[src/design/hlm_pkg.sv]
// Shared types and constants of the heartbeat liveness monitor.
// Holds action codes, register indexes, reset values and the beat structs.
// Has no dependencies.
package hlm_pkg;

   localparam logic [1:0] ACT_POLL  = 2'd0;
   localparam logic [1:0] ACT_INIT  = 2'd1;
   localparam logic [1:0] ACT_REARM = 2'd2;
   localparam logic [1:0] ACT_CLEAR = 2'd3;

   localparam logic [1:0] CSR_TIMEOUT  = 2'd0;
   localparam logic [1:0] CSR_DEBOUNCE = 2'd1;
   localparam logic [1:0] CSR_GRACE    = 2'd2;

   localparam logic [31:0] TIMEOUT_RESET  = 32'd3000;
   localparam logic [15:0] DEBOUNCE_RESET = 16'd10;
   localparam logic [31:0] GRACE_RESET    = 32'd2000;

   typedef struct packed {
      logic [31:0] timeout_ms;
      logic [15:0] debounce_ms;
      logic [31:0] grace_ms;
   } cfg_type;

   typedef struct packed {
      logic [1:0]  action;
      logic        pin_level;
      logic [31:0] now_ms;
   } item_type;

   typedef struct packed {
      logic        heartbeat_ok;
      logic        alive_flag;
      logic        signal_seen;
      logic [31:0] period_ms;
      logic [31:0] age_ms;
   } result_type;

endpackage

[src/design/heartbeat_liveness_monitor_core.sv]
// Top level of the heartbeat liveness monitor: input register, update logic,
// result register and configuration port. Depends on hlm_pkg, hlm_csr and hlm_step.
//
// The monitor takes one request beat per clock cycle while the result register
// can drain, and returns exactly one response beat for each, in order. A
// request is held in the input register, and its response is then held in the
// result register and presented on the response port. The rate of one beat
// per cycle is set by the state update, which is done in a single pass between
// the input register and the result register. The response register lets a
// new request be taken while a finished response still waits.
// Configuration writes are always ready and should be issued only while no
// request is in flight.
module heartbeat_liveness_monitor_core (
   input  logic        clock,
   input  logic        reset,
   input  logic        req_valid,
   output logic        req_stall,
   input  logic [1:0]  req_action,
   input  logic        req_pin_level,
   input  logic [31:0] req_now_ms,
   output logic        rsp_valid,
   input  logic        rsp_stall,
   output logic        rsp_heartbeat_ok,
   output logic        rsp_alive_flag,
   output logic        rsp_signal_seen,
   output logic [31:0] rsp_period_ms,
   output logic [31:0] rsp_age_ms,
   input  logic        csr_valid,
   output logic        csr_ready,
   input  logic [1:0]  csr_index,
   input  logic [31:0] csr_wdata
);

   hlm_pkg::cfg_type    cfg;
   hlm_pkg::item_type   in_ff;
   hlm_pkg::result_type result;
   hlm_pkg::result_type out_ff;
   logic                in_valid_ff, in_valid_in;
   logic                out_valid_ff, out_valid_in;
   logic                advance;
   logic                req_take;

   hlm_csr u_csr (
      .clock     (clock),
      .reset     (reset),
      .csr_valid (csr_valid),
      .csr_ready (csr_ready),
      .csr_index (csr_index),
      .csr_wdata (csr_wdata),
      .cfg       (cfg)
   );

   hlm_step u_step (
      .clock   (clock),
      .reset   (reset),
      .advance (advance),
      .cfg     (cfg),
      .item    (in_ff),
      .result  (result)
   );

   // The held beat moves on when the result register is empty or drains.
   assign advance   = in_valid_ff && (!out_valid_ff || !rsp_stall);
   assign req_stall = in_valid_ff && !advance;
   assign req_take  = req_valid && !req_stall;

   assign in_valid_in  = req_take || (in_valid_ff && !advance);
   assign out_valid_in = advance || (out_valid_ff && rsp_stall);

   always_ff @(posedge clock) begin
      if (reset) begin
         in_valid_ff  <= 1'b0;
         out_valid_ff <= 1'b0;
      end else begin
         in_valid_ff  <= in_valid_in;
         out_valid_ff <= out_valid_in;
      end
   end

   always_ff @(posedge clock) begin
      if (req_take) begin
         in_ff.action    <= req_action;
         in_ff.pin_level <= req_pin_level;
         in_ff.now_ms    <= req_now_ms;
      end
      if (advance) begin
         out_ff <= result;
      end
   end

   assign rsp_valid        = out_valid_ff;
   assign rsp_heartbeat_ok = out_ff.heartbeat_ok;
   assign rsp_alive_flag   = out_ff.alive_flag;
   assign rsp_signal_seen  = out_ff.signal_seen;
   assign rsp_period_ms    = out_ff.period_ms;
   assign rsp_age_ms       = out_ff.age_ms;

   // Alive is only ever set together with the signal flag.
   a_alive_has_signal: assert property (@(posedge clock) disable iff (reset)
      rsp_valid |-> (!rsp_alive_flag || rsp_signal_seen))
      else $error("alive reported without a seen signal");

   a_ok_has_signal: assert property (@(posedge clock) disable iff (reset)
      rsp_valid |-> (!rsp_heartbeat_ok || rsp_signal_seen))
      else $error("heartbeat ok reported without a seen signal");

   a_reset_empty: assert property (@(posedge clock)
      $past(reset) |-> (!rsp_valid && !req_stall))
      else $error("pipeline not empty after reset");

   a_stall_only_full: assert property (@(posedge clock) disable iff (reset)
      req_stall |-> (out_valid_ff && rsp_stall))
      else $error("request stalled while the result register can drain");

endmodule

[src/design/hlm_csr.sv]
// Configuration registers of the heartbeat liveness monitor.
// Depends on hlm_pkg for register indexes, reset values and cfg_type.
module hlm_csr (
   input  logic             clock,
   input  logic             reset,
   input  logic             csr_valid,
   output logic             csr_ready,
   input  logic [1:0]       csr_index,
   input  logic [31:0]      csr_wdata,
   output hlm_pkg::cfg_type cfg
);

   logic [31:0] timeout_ff;
   logic [15:0] debounce_ff;
   logic [31:0] grace_ff;

   assign csr_ready = 1'b1;

   always_ff @(posedge clock) begin
      if (reset) begin
         timeout_ff  <= hlm_pkg::TIMEOUT_RESET;
         debounce_ff <= hlm_pkg::DEBOUNCE_RESET;
         grace_ff    <= hlm_pkg::GRACE_RESET;
      end else if (csr_valid && csr_ready) begin
         case (csr_index)
            hlm_pkg::CSR_TIMEOUT:  timeout_ff  <= csr_wdata;
            hlm_pkg::CSR_DEBOUNCE: debounce_ff <= csr_wdata[15:0];
            hlm_pkg::CSR_GRACE:    grace_ff    <= csr_wdata;
            default: begin
               // Writes to an unmapped index are dropped.
            end
         endcase
      end
   end

   assign cfg.timeout_ms  = timeout_ff;
   assign cfg.debounce_ms = debounce_ff;
   assign cfg.grace_ms    = grace_ff;

endmodule

[src/design/hlm_step.sv]
// Monitor state and the single-pass update logic for one beat.
// Depends on hlm_pkg for action codes and the cfg, item and result structs.
module hlm_step (
   input  logic                clock,
   input  logic                reset,
   input  logic                advance,
   input  hlm_pkg::cfg_type    cfg,
   input  hlm_pkg::item_type   item,
   output hlm_pkg::result_type result
);

   logic        last_level_ff, last_level_in;
   logic [31:0] last_edge_ff, last_edge_in;
   logic [31:0] prev_edge_ff, prev_edge_in;
   logic [31:0] period_ff, period_in;
   logic        alive_ff, alive_in;
   logic        has_signal_ff, has_signal_in;
   logic [31:0] window_ff, window_in;
   logic [31:0] debounce_edge_ff, debounce_edge_in;

   logic        changed;
   logic        bounced;
   logic        edge_ok;
   logic        in_grace;
   logic        timed_out;
   logic        ok;
   logic [31:0] since_debounce;
   logic [31:0] since_window;
   logic [31:0] poll_age;

   always_comb begin
      changed        = item.pin_level != last_level_ff;
      since_debounce = item.now_ms - debounce_edge_ff;
      bounced        = changed && (since_debounce < {16'd0, cfg.debounce_ms});
      edge_ok        = changed && !bounced;
      since_window   = item.now_ms - window_ff;
      in_grace       = since_window < cfg.grace_ms;

      last_level_in    = last_level_ff;
      last_edge_in     = last_edge_ff;
      prev_edge_in     = prev_edge_ff;
      period_in        = period_ff;
      alive_in         = alive_ff;
      has_signal_in    = has_signal_ff;
      window_in        = window_ff;
      debounce_edge_in = debounce_edge_ff;
      ok               = 1'b0;

      // The age seen by the timeout check is taken against the edge time
      // after this poll, so an accepted edge gives an age of zero.
      poll_age  = edge_ok ? 32'd0 : (item.now_ms - last_edge_ff);
      timed_out = poll_age > cfg.timeout_ms;

      case (item.action)
         hlm_pkg::ACT_POLL: begin
            if (edge_ok) begin
               debounce_edge_in = item.now_ms;
               last_level_in    = item.pin_level;
               prev_edge_in     = last_edge_ff;
               last_edge_in     = item.now_ms;
               if (item.now_ms > last_edge_ff) begin
                  period_in = item.now_ms - last_edge_ff;
               end
               alive_in      = 1'b1;
               has_signal_in = 1'b1;
            end
            if (bounced) begin
               ok = alive_ff;
            end else if (!has_signal_in) begin
               ok = 1'b0;
            end else if (in_grace) begin
               ok = alive_in;
            end else if (timed_out) begin
               alive_in = 1'b0;
               ok       = 1'b0;
            end else begin
               ok = 1'b1;
            end
         end
         hlm_pkg::ACT_INIT: begin
            last_level_in = item.pin_level;
            last_edge_in  = item.now_ms;
            prev_edge_in  = item.now_ms;
            window_in     = item.now_ms;
            alive_in      = 1'b0;
            has_signal_in = 1'b0;
         end
         hlm_pkg::ACT_REARM: begin
            last_level_in = item.pin_level;
            last_edge_in  = item.now_ms;
            prev_edge_in  = item.now_ms;
            window_in     = item.now_ms;
         end
         default: begin
            alive_in      = 1'b0;
            has_signal_in = 1'b0;
         end
      endcase

      result.heartbeat_ok = ok;
      result.alive_flag   = alive_in;
      result.signal_seen  = has_signal_in;
      result.period_ms    = period_in;
      result.age_ms       = item.now_ms - last_edge_in;
   end

   always_ff @(posedge clock) begin
      if (reset) begin
         last_level_ff    <= 1'b0;
         last_edge_ff     <= 32'd0;
         prev_edge_ff     <= 32'd0;
         period_ff        <= 32'd0;
         alive_ff         <= 1'b0;
         has_signal_ff    <= 1'b0;
         window_ff        <= 32'd0;
         debounce_edge_ff <= 32'd0;
      end else if (advance) begin
         last_level_ff    <= last_level_in;
         last_edge_ff     <= last_edge_in;
         prev_edge_ff     <= prev_edge_in;
         period_ff        <= period_in;
         alive_ff         <= alive_in;
         has_signal_ff    <= has_signal_in;
         window_ff        <= window_in;
         debounce_edge_ff <= debounce_edge_in;
      end
   end

endmodule
[config.mk]
export PLATFORM = sky130hd
export DESIGN_NAME = heartbeat_liveness_monitor_core
export DESIGN_NICKNAME = d
export VERILOG_FILES = /design/src/design/hlm_pkg.sv /design/src/design/heartbeat_liveness_monitor_core.sv /design/src/design/hlm_csr.sv /design/src/design/hlm_step.sv
export SDC_FILE = /design/constraint.sdc
export NUM_CORES = 1
export LEC_CHECK = 0
export BUFFER_PORTS_ARGS = -buffer_cell sky130_fd_sc_hd__buf_2
export CELL_PAD_IN_SITES_DETAIL_PLACEMENT = 1
export CELL_PAD_IN_SITES_GLOBAL_PLACEMENT = 1
export CORE_AREA = 2 2 211 213
export DETAILED_ROUTE_END_ITERATION = 8
export DIE_AREA = 0 0 213 215
export GPL_TIMING_DRIVEN = 0
export PLACE_DENSITY_LB_ADDON = 0.1
export RECOVER_POWER = 25
export SETUP_SLACK_MARGIN = 0.02
export SKIP_LAST_GASP = 1
export SLEW_MARGIN = 20
export SYNTH_ARGS = -nofsm -noshare
export SYNTH_HDL_FRONTEND = slang
export SYNTH_SLANG_ARGS = --single-unit
[constraint.sdc]
create_clock -name clock -period 8.33 [get_ports clock]
set_input_delay 0.833 -clock clock [delete_from_list [all_inputs] [get_ports clock]]
set_output_delay 0.833 -clock clock [all_outputs]
set_load 0.02 [all_outputs]
# Word-level counts from Yosys, hierarchy flattened
# Index checks and enable logic that the tools add are counted.
[classes] addsub=4 multipliers=0 n_div=0 magnitude_cmp=4 n_eq_ne=6 shifts=0 muxes=21 bitwise=0 reduce_logical=24
[op_table] op="32-bit 2-to-1 mux" n=5
[op_table] op="32-bit subtractor" n=4
[op_table] op="32-bit > comparator" n=2
[op_table] op="32-bit one-hot mux with 2 select lines" n=1
[op_table] op="32-bit by 16-bit < comparator with 1-bit output" n=1
[op_table] op="32-bit < comparator" n=1
[op_table] op="1-bit 2-to-1 mux" n=12
[op_table] op="2-bit AND reduction" n=4
[op_table] op="1-bit logical AND" n=6
[op_table] op="1-bit one-hot mux with 2 select lines" n=3
[op_table] op="3-bit AND reduction" n=2
[op_table] op="1-bit logical NOT" n=5
[op_table] op="2-bit by 1-bit equality test with 1-bit output, second input constant" n=2
[op_table] op="2-bit equality test, second input constant" n=2
[op_table] op="2-bit logical NOT" n=2
[op_table] op="1-bit logical OR" n=3
[op_table] op="2-bit by 1-bit inequality test with 1-bit output, second input constant" n=1
[op_table] op="2-bit nonzero test" n=1
[op_table] op="2-bit OR reduction" n=1
[op_table] op="1-bit inequality test" n=1
[word_totals] ff_bits=315 latch_bits=0 mem_bits_rw=0 mem_bits_ro=0 in_bits=74 output_inout_bits=70 n_memories=0

# Longest topological paths before layout
[depth] ltp_word=12 depth_mapped=36

# Hierarchy
# From an unflattened synthesis, not the netlist that was laid out.
[hier_totals] cells_unflattened=2239 area_unflattened_um2=20581.0
[by_module_without_submodules] mod="hlm_step" instances=1 cells_per_inst=1815 area_per_inst_um2=14127.3 seq_area_each_um2=2622.5
[by_module_without_submodules] mod="hlm_csr" instances=1 cells_per_inst=312 area_per_inst_um2=3304.4 seq_area_each_um2=1601.5
[by_module_without_submodules] mod="heartbeat_liveness_monitor_core" instances=1 cells_per_inst=112 area_per_inst_um2=3149.3 seq_area_each_um2=3103.0

# Worst setup path before layout
# No wires, ideal clock.
[synth_timing] kind="register -> register" start="reg in_ff[1] (netlist bit)" end="reg out_ff (netlist bit rsp_age_ms[31]) (data pin)" setup_time_ns=0.262 t_arrival_ns=6.866 required_ns=8.068 setup_slack_ns=1.202 stages_incl_launch_ff=35 path_cell_list="edfxtp_1 inv_1 fa_1 nand2b_1 a21oi_1 o21a_1 a22o_1 o21a_1 nor2_1 xnor2_1 ha_1 a21oi_1 o32ai_1 nor4_1 o311ai_0 nor4_1 and4_1 and4_1 buf_6 o31ai_1 nor2b_1 clkbuf_1 buf_2 a22oi_1 ha_1 a21o_1 a21oi_1 o21ai_0 o2111ai_1 a21oi_1 o31ai_1 o21ai_1 or4_1 a31oi_1 xnor2_1"
[synth_lines] item="start: declaration" line="heartbeat_liveness_monitor_core.sv:35" text="hlm_pkg::item_type in_ff;"
[synth_lines] item="end signal: assignment" line="heartbeat_liveness_monitor_core.sv:87" text="out_ff <= result;"
[synth_lines] item="end: declaration" line="heartbeat_liveness_monitor_core.sv:37" text="hlm_pkg::result_type out_ff;"

==> impl_metrics.tcl <==
set metrics [dict create \
    cts_sinks 315 \
    pre_cts_ws_ns -0.951 \
    start_kind "flip-flop" \
    setup_ws_ns 0.337 \
    start_util_pct 46.2 \
    synth_area_per_cell_um2 8.82 \
    drt_iter0_markers 734 \
    highest_layer "met4" \
    grt_remaining_overflow 0 \
    portBuffers 142 \
    r2r_start "in_ff[0]" \
    wl_per_cell_um 20.3 \
    hold_path_class "in -> reg" \
    reg2reg_slack_ns 0.34 \
    die_w_um 213 \
    cp.required_ns 8.64 \
    via_count 17400 \
    synth_fp_nets 2567 \
    swShare_pct 31.6 \
    cp_num_buf_inv 4 \
    io_pins 144 \
    area_growth_pct 15.2 \
    finalMaxSlewViolations 46 \
    gp_congestion 0.907 \
    critical_path_class "reg -> reg" \
    crit_slowest_cell "fa_1" \
    outcome "complete, but fails checks" \
    die-area_um2 45800 \
    syn_inst 2283 \
    avgViaCountPerCell 5.58 \
    ys_seq_area_share_pct 36.4 \
    hold_violations 0 \
    final_common_cell "nand2_1" \
    p_seq_share_pct 38.2 \
    min_path_cells 1 \
    fin_crit_ns 7.99 \
    reg2reg_depth 36 \
    wl_met3_mm 2.24 \
    clockBufferDepth 3 \
    comb_power_share_pct 25.0 \
    dr.pass1.iters 8 \
    clkTransAtPathRegs_ns 0.06 \
    die_height_um 215 \
    totalWireLength_mm 63.3 \
    drt.antenna.violating_nets 0 \
    root_buffer "clkbuf_16" \
    grt_pass1_wl_mm 98.4 \
    core.rowCount 77 \
    most-common-layout-cells "nand2_1, a21oi_1, dfxtp_1" \
    p_leak_nw 9.43 \
    coreArea_um2 43600 \
    grt_start_max_net_pins 46 \
    synth.distinct_cells 93 \
    p_sw_mw 1.42 \
    ys_ff_latch 315 \
    async_reset_ff_share_pct 0 \
    nNetsFinal 2778 \
    finClkSkew_ns 0.0239 \
    synth_warnings 0 \
    p_total_mw 4.49 \
    synth_edf_count 102 \
    met2_wirelength_mm 29.9 \
    synthFlopType "dfxtp_1" \
    drive_above_1_share_pct 12.2 \
    grt_pass1_vias 18000 \
    power_density_nw_per_um2 194 \
    fin_crit_sh_pct 96.0 \
    route.detailed.drc 0 \
    min_from "req_now_ms[20]" \
    cp_max_fo 10 \
    antenna_found_initial 1 \
    relSlewSlack_pct -84.0 \
    holdBufCountCts 0 \
    p_int_mw 3.07 \
    reg2reg_to "rsp_age_ms[30]" \
    clk_latency_ns 0.57 \
    max_freq_ghz 0.125 \
    grtUsageTotal_pct 27.7 \
    htreeDepth 2 \
    crit_family "compound AO/OA/AOI/OAI gates" \
    syn-cell-area_um2 20100 \
    ir_drop_uv 178 \
    cts_tree "done" \
    post-route-util_pct 53.2 \
    violations "capacitance limit, slew limit" \
    hpwlAfterDp_mm 50.5 \
    clkPwrFrac_pct 36.8 \
    crit_arrival_ns 8.31 \
    cts_buffers 38 \
    drt-met1-wl_mm 28.9 \
    worstSetupEndpointType "flip-flop" \
    hold_path_end "in_ff[20]" \
    tightest_slew_ns 2.76 \
    setup_viol 0 \
    critPathMaxStageDelay_ns 0.42 \
    drv_cap 1 \
]
-- logic make-up after synthesis --
kind of cell             synth area share, %
XOR/XNOR                                4.56
AO/OA/AOI/OAI                           19.6
AND/OR/NAND/NOR                         14.9
multiplexers                            5.08
other                                 0.0186
adder cells (fa/ha/maj)                 13.2
buffers and inverters                   6.25
flip-flops                              36.4
-- power by group through the flow --
stage | Clock, mW | Combinational, mW | Sequential, mW
2_1_floorplan | 0 | 0.707 | 1.77
3_3_place_gp | 0 | 1.01 | 1.75
3_5_place_dp | 0 | 1.06 | 1.75
4_1_cts | 1.68 | 1.09 | 1.72
5_1_grt | 1.74 | 1.24 | 1.72
6_report | 1.65 | 1.12 | 1.72
-- what timing repair did --
action / 4_1_cts / 5_1_grt
setup buffers: 8 / 19
cloned: 0 / 0
resized for setup: 18 / 26
setup endpoints to repair: 16 / 12
pin swaps: 4 / 12
endpoints found under the hold margin: 0 / 0
-- sequential cells by signal, indices dropped and copies added (netlist names) --
signal	flops
in_ff	35
in_valid_ff	1
rsp_age_ms	32
rsp_alive_flag	1
rsp_heartbeat_ok	1
rsp_period_ms	32
rsp_signal_seen	1
rsp_valid	1
u_csr.debounce_ff	16
u_csr.grace_ff	32
u_csr.timeout_ff	32
u_step.alive_ff	1
u_step.debounce_edge_ff	32
u_step.has_signal_ff	1
u_step.last_edge_ff	32
u_step.last_level_ff	1
u_step.period_ff	32
u_step.window_ff	32
-- worst max path at each step --
stage / from / cells past startpoint / slack (ns) / endpoint
2_1_floorplan: in_ff[1] / 34 / 1.20 / rsp_age_ms[31]
3_3_place_gp: in_ff[1] / 34 / -0.81 / rsp_age_ms[29]
3_5_place_dp: in_ff[1] / 34 / -0.95 / rsp_age_ms[30]
4_1_cts: in_ff[0] / 33 / 0.03 / rsp_alive_flag
5_1_grt: in_ff[0] / 36 / -0.04 / rsp_age_ms[30]
6_report: in_ff[0] / 36 / 0.34 / rsp_age_ms[30]
-- cell usage after synthesis (8+ instances only) --
cell      count  area, um2
o21ai_0      57        285
o21ai_1      13       65.1
nand2b_1     18        113
a211o_1      18        158
buf_4        11       82.6
o21bai_1     18        135
mux2i_1      67        671
clkbuf_1     58        218
xor2_1       29        254
and3_1       20        125
or3_1        11       68.8
nor2_1      159        597
o21a_1       19        143
a211oi_1     11       82.6
nand4_1      23        144
xnor2_1      76        666
nor2b_1      47        294
a22oi_1      30        225
a21oi_1     234       1170
nand3_1      27        135
a22o_1       35        307
nand2_1     269       1010
and2_1       13       81.3
buf_2        10       50.1
a21o_1       65        488
nor3_1       25        125
edfxtp_1    102       3060
a31oi_1      18        113
o31ai_1       8       60.1
mux2_1       29        327
buf_6         9        101
ha_1        206       2580
inv_1       212        796
dfxtp_1     213       4260
-- per-layer routing --
metal	vias up	global-route usage, %
met5	-	0
met2	309	46.5
met4	0	10.1
met1	8489	36.2
met3	110	3.57
li1	8469	-
-- final cells by class --
class | instances | area [um2]
fillers | 5193 | 20400
multi-input cells | 1665 | 11700
flip-flops and latches | 315 | 7330
clock buffers | 51 | 1070
repair buffers | 171 | 917
inverters | 212 | 797
well taps | 592 | 741
plain buffers | 91 | 469
clock inverters | 17 | 146
diodes | 1 | 2.50
-- metrics by stage --
stage / setup TNS, ns / hold slack, ns / instance area (um2) / cells
2_1_floorplan: 0 / 0.436 / 20100 / 2283
5_1_grt: -0.0389 / 0.416 / 23200 / 3114
3_5_place_dp: -7.65 / 0.447 / 21700 / 3019
6_report: 0 / 0.443 / 23200 / 3115
4_1_cts: 0 / 0.411 / 23000 / 3095
3_3_place_gp: -5.78 / 0.441 / 21600 / 3017
Note: power is estimated with default switching activity, not from simulation.
